### config.mk
export PLATFORM = sky130hd
export DESIGN_NAME = vlce_mac
export DESIGN_NICKNAME = d
export VERILOG_FILES = /design/src/hdl/vlce_pkg.sv /design/src/hdl/vlce_mac.sv
export SDC_FILE = /design/constraint.sdc
export NUM_CORES = 2
export LEC_CHECK = 0
export BUFFER_PORTS_ARGS = -buffer_cell sky130_fd_sc_hd__buf_2
export CORE_ASPECT_RATIO = 0.6
export CORE_MARGIN = 5
export CORE_UTILIZATION = 41
export CTS_CLUSTER_DIAMETER = 50
export DETAILED_ROUTE_END_ITERATION = 8
export PLACE_DENSITY = 0.64
export SLEW_MARGIN = 20
export SYNTH_ARGS = -nofsm -noshare
export SYNTH_HDL_FRONTEND = slang
export SYNTH_SLANG_ARGS = --single-unit
### constraint.sdc
create_clock -name clk -period 10.8 [get_ports clk]
set_clock_uncertainty 0.2 [all_clocks]
set_input_delay 1.08 -clock clk [delete_from_list [all_inputs] [get_ports clk]]
set_output_delay 1.08 -clock clk [all_outputs]
set_load 0.03 [all_outputs]
### src/hdl/vlce_pkg.sv
// Shared constants, types and address helpers for the lag covariance engine.
`timescale 1ns / 1ps
package vlce_pkg;

    localparam int R_MAX = 4;
    localparam int P_MAX = 4;
    localparam int Q_MAX = 4;

    localparam int DATA_W = 32;
    localparam int ADDR_W = 9;
    localparam int MEM_DEPTH = 512;
    localparam int PROD_W = 64;
    localparam int TERM_W = 48;
    localparam int ACC_W = 53;

    localparam logic [ADDR_W-1:0] BASE_A = 9'd0;
    localparam logic [ADDR_W-1:0] BASE_B = 9'd64;
    localparam logic [ADDR_W-1:0] BASE_S = 9'd128;
    localparam logic [ADDR_W-1:0] BASE_BS = 9'd144;
    localparam logic [ADDR_W-1:0] BASE_C = 9'd224;
    localparam logic [ADDR_W-1:0] BASE_G = 9'd304;
    localparam logic [ADDR_W-1:0] BASE_W = 9'd384;

    localparam logic [2:0] FUNC_LOAD_A = 3'd0;
    localparam logic [2:0] FUNC_LOAD_B = 3'd1;
    localparam logic [2:0] FUNC_LOAD_S = 3'd2;
    localparam logic [2:0] FUNC_COMPUTE = 3'd3;
    localparam logic [2:0] FUNC_READ = 3'd4;

    localparam logic [1:0] KIND_C = 2'd0;
    localparam logic [1:0] KIND_G = 2'd1;
    localparam logic [1:0] KIND_W = 2'd2;

    localparam logic [1:0] CFG_DIMENSION = 2'd0;
    localparam logic [1:0] CFG_AR_ORDER = 2'd1;
    localparam logic [1:0] CFG_MA_ORDER = 2'd2;

    typedef struct packed {
        logic init_load;
        logic init_en;
        logic mul_en;
        logic acc_en;
    } mac_ctrl_t;

    function automatic logic [ADDR_W-1:0] maddr(
        input logic [ADDR_W-1:0] base,
        input logic [2:0]        lag,
        input logic [1:0]        rw,
        input logic [1:0]        cl
    );
        maddr = base + {2'b00, lag, 4'b0000} + {5'b00000, rw, cl};
    endfunction

endpackage

### src/hdl/vlce_mac.sv
// Multiply, round, accumulate and saturate datapath.
`timescale 1ns / 1ps
module vlce_mac
    import vlce_pkg::*;
(
    input  logic              clk,
    input  mac_ctrl_t         ctrl,
    input  logic [DATA_W-1:0] op_a,
    input  logic [DATA_W-1:0] op_b,
    output logic [DATA_W-1:0] sat_value,
    output logic              sat_ovf
);

    logic signed [PROD_W-1:0] prod_reg;
    logic signed [ACC_W-1:0]  acc_reg;
    logic signed [PROD_W-1:0] prod_rnd;
    logic signed [TERM_W-1:0] term;
    logic                     fits;

    assign prod_rnd = prod_reg + 64'sd32768;
    assign term = prod_rnd[PROD_W-1:16];
    assign fits = (&acc_reg[ACC_W-1:DATA_W-1]) | ~(|acc_reg[ACC_W-1:DATA_W-1]);

    always_ff @(posedge clk)
    begin
        if (ctrl.mul_en)
        begin
            prod_reg <= $signed(op_a) * $signed(op_b);
        end
        if (ctrl.init_load)
        begin
            acc_reg <= ctrl.init_en ? {{(ACC_W-DATA_W){op_a[DATA_W-1]}}, op_a}
                                    : '0;
        end
        else if (ctrl.acc_en)
        begin
            acc_reg <= acc_reg + {{(ACC_W-TERM_W){term[TERM_W-1]}}, term};
        end
    end

    always_comb
    begin
        sat_ovf = ~fits;
        if (fits)
        begin
            sat_value = acc_reg[DATA_W-1:0];
        end
        else if (acc_reg[ACC_W-1])
        begin
            sat_value = 32'h8000_0000;
        end
        else
        begin
            sat_value = 32'h7FFF_FFFF;
        end
    end

endmodule

==> results_dict.tcl <==
set metrics [dict create \
    cp.arrival_ps 9530 \
    setup_tns_ps 0 \
    drt_iter0_drc 2513 \
    tightest_slew_ps 1030 \
    required_ps 10710 \
    setup_viol 0 \
    min_from "prod_reg[16]" \
    postCtsSetupBuffers 0 \
    routedWlPerCell_um 22.0 \
    period_minus_slack_ps 9630 \
    fp.dieArea_um2 112000 \
    crit_fanout 33 \
    cts_tree "built" \
    start_kind "input port" \
    max_cap_viol_count 0 \
    die_width_um 429 \
    ys.flop_type "edfxtp_1" \
    rows 92 \
    ant_nets 0 \
    clk_latency_ps 360 \
    synthSimpleGateAreaFrac_pct 16.2 \
    io_buffers 101 \
    outcome "completed" \
    grt_util_all_layers_pct 23.7 \
    worstReg2RegStart "prod_reg[18]" \
    rr_endpoint "acc_reg[51]" \
    synth_mux_area_share_pct 0.0723 \
    rsz0062_at_grt "false" \
    syn_nets 5946 \
    overflow 0 \
    start_util_pct 41.3 \
    endpoint_kind "flip-flop" \
    cp-endpoint "prod_reg[42]" \
    antenna_found_initial 8 \
    largest_register_ffs 53 \
    grt_pass1_vias 32700 \
    cts_buffers 9 \
    startpoint "op_a[17]" \
    die_h_um 262 \
    hold_path.class "reg -> reg" \
    gp_congestion 0.925 \
    synth_top_family_by_area "adder cells" \
    cts_buffer_depth 2 \
    drive_gt1_share_pct 4.64 \
    synth-async-reset-ratio_pct 0 \
    ys_ff_latch 102 \
    vias 30900 \
    cts_resized 0 \
    drc 0 \
    grt_max_degree 101 \
    fin_nets 5886 \
    synth_edf_count 102 \
    num_io_pins 102 \
    htreeDepth 3 \
    r2r.worst_path.cells 20 \
    layout_common_cells "fa_1 (1082), inv_1 (987), nand2_1 (556), and2_1 (520), ha_1 (233)" \
    synth.yosys.seq_area_share_pct 7.08 \
    synth.distinct_cells 73 \
    synthesis.area_um2 43300 \
    synthAdderAreaFrac_pct 56.8 \
    synthXorXnorAreaFrac_pct 3.01 \
    grt_pass1_wl_um 203000 \
    layout_commonest_cell "fa_1" \
    hpwl_um 107000 \
    synth-compound-area-share_pct 6.28 \
    r2r_slack_ps 5050 \
    clock-root-buffer "clkbuf_16" \
    ys_warn_count 0 \
    syn_to_final_growth_pct 4.98 \
    hold_viol 0 \
    clkTransAtPathRegs_ps 80 \
    fillers 10100 \
    ctsHoldBuffers 0 \
    timing.fmax_mhz 104 \
    slew_violations 0 \
    via_per_inst 5.22 \
    synth_cells 4562 \
    routed_wl_um 130000 \
    coreArea_um2 105000 \
    relSlewSlack_pct 29.8 \
    crit_type "in -> reg" \
    avgSynthCellArea_um2 9.49 \
    cts.sinks 102 \
    period_share_pct 89.1 \
    first_pass_iters 5 \
    holdPathStages 4 \
]
==> through the flow <==
| stage | std cells | cell area (um2) | worst slack [ps] | utilization, % | hold slack (ps) |
|---|---|---|---|---|---|
| global route | 5918 | 45400 | 967 | 43.3 | 712 |
| finish | 5923 | 45400 | 1170 | 43.3 | 664 |
| detailed placement | 5901 | 45100 | 1010 | 43.0 | 651 |
| CTS | 5917 | 45400 | 1380 | 43.3 | 674 |
| global placement | 5901 | 45100 | 1060 | 43.0 | 643 |
| floorplan | 4562 | 43300 | 1980 | - | 498 |
==> routing by layer <==
layer / vias up / global-route usage [%] / wire length [um]
met5: - / 0 / 41
met2: 1504 / 30.2 / 47600
met4: 6 / 2.43 / 1200
met1: 15800 / 36.6 / 61600
li1: 13500 / - / -
met3: 91 / 11.9 / 19700
==> critical path, cell delays in order <==
cell       delay (ps)
buf_2             700
and2_1            270
fa_1              450
fa_1              580
inv_1              90
fa_1              510
fa_1              510
inv_1              50
fa_1              550
fa_1              430
fa_1              650
inv_1              90
fa_1              520
inv_1              50
ha_1              350
a21o_1            210
a21o_1            200
a21oi_1           220
o211ai_1          130
a2111oi_0         910
o41ai_1           240
a31oi_1           310
o21ai_1           130
a21oi_1           180
xnor2_1            90
==> synthesized netlist by cell type, drive strengths merged (8+ instances only) <==
cell / instances / area [um2]
a21o: 93 / 701
nor3: 14 / 80.1
o31ai: 13 / 97.6
edfxtp: 102 / 3060
and3: 28 / 175
a31oi: 9 / 56.3
clkbuf: 227 / 852
xor2: 42 / 368
a2111oi: 9 / 143
o211ai: 13 / 97.6
nor2: 69 / 259
ha: 233 / 2920
o21a: 15 / 113
and2: 520 / 3250
nand2b: 16 / 100
nor2b: 35 / 219
inv: 987 / 3700
or2: 8 / 50.1
a21oi: 81 / 405
nand3: 80 / 400
a211oi: 10 / 75.1
nand4: 22 / 138
o21ai: 86 / 434
o21bai: 13 / 97.6
xnor2: 107 / 937
or3: 8 / 50.1
fa: 1082 / 21700
nand2: 556 / 2090
==> kinds of logic after synthesis <==
kind of cell / Yosys count
xor gates and xnor gates: 149
DFF: 102
muxes: 3
adders and majority gates: 1315
AOI/OAI and AO/OA: 393
buffers and inverters: 1217
and+or+nand+nor: 1383
==> cell type report <==
class                      count  area [um2]  share of cell area, %
antenna                        6        15.0                 0.0330
inverter                     987        3700                   8.15
multi-input combinational   3243       35700                   78.5
clock inverter                 7        66.3                  0.146
timing repair buffer         159         941                   2.07
tap                         1410        1760                   3.88
sequential                   102        3060                   6.74
clock buffer                   9         225                  0.496
==> how the worst min path moves through the flow <==
| stage | end | slack, ps |
|---|---|---|
| after global placement | acc_reg[51] | 640 |
| after detailed placement | acc_reg[0] | 650 |
| after CTS | acc_reg[0] | 670 |
| final | acc_reg[0] | 660 |
| after global routing | acc_reg[0] | 710 |
| after floorplan | acc_reg[0] | 500 |
Power is not shown: default switching activity piles up to over one toggle a cycle in this logic, so the estimate is an artifact.
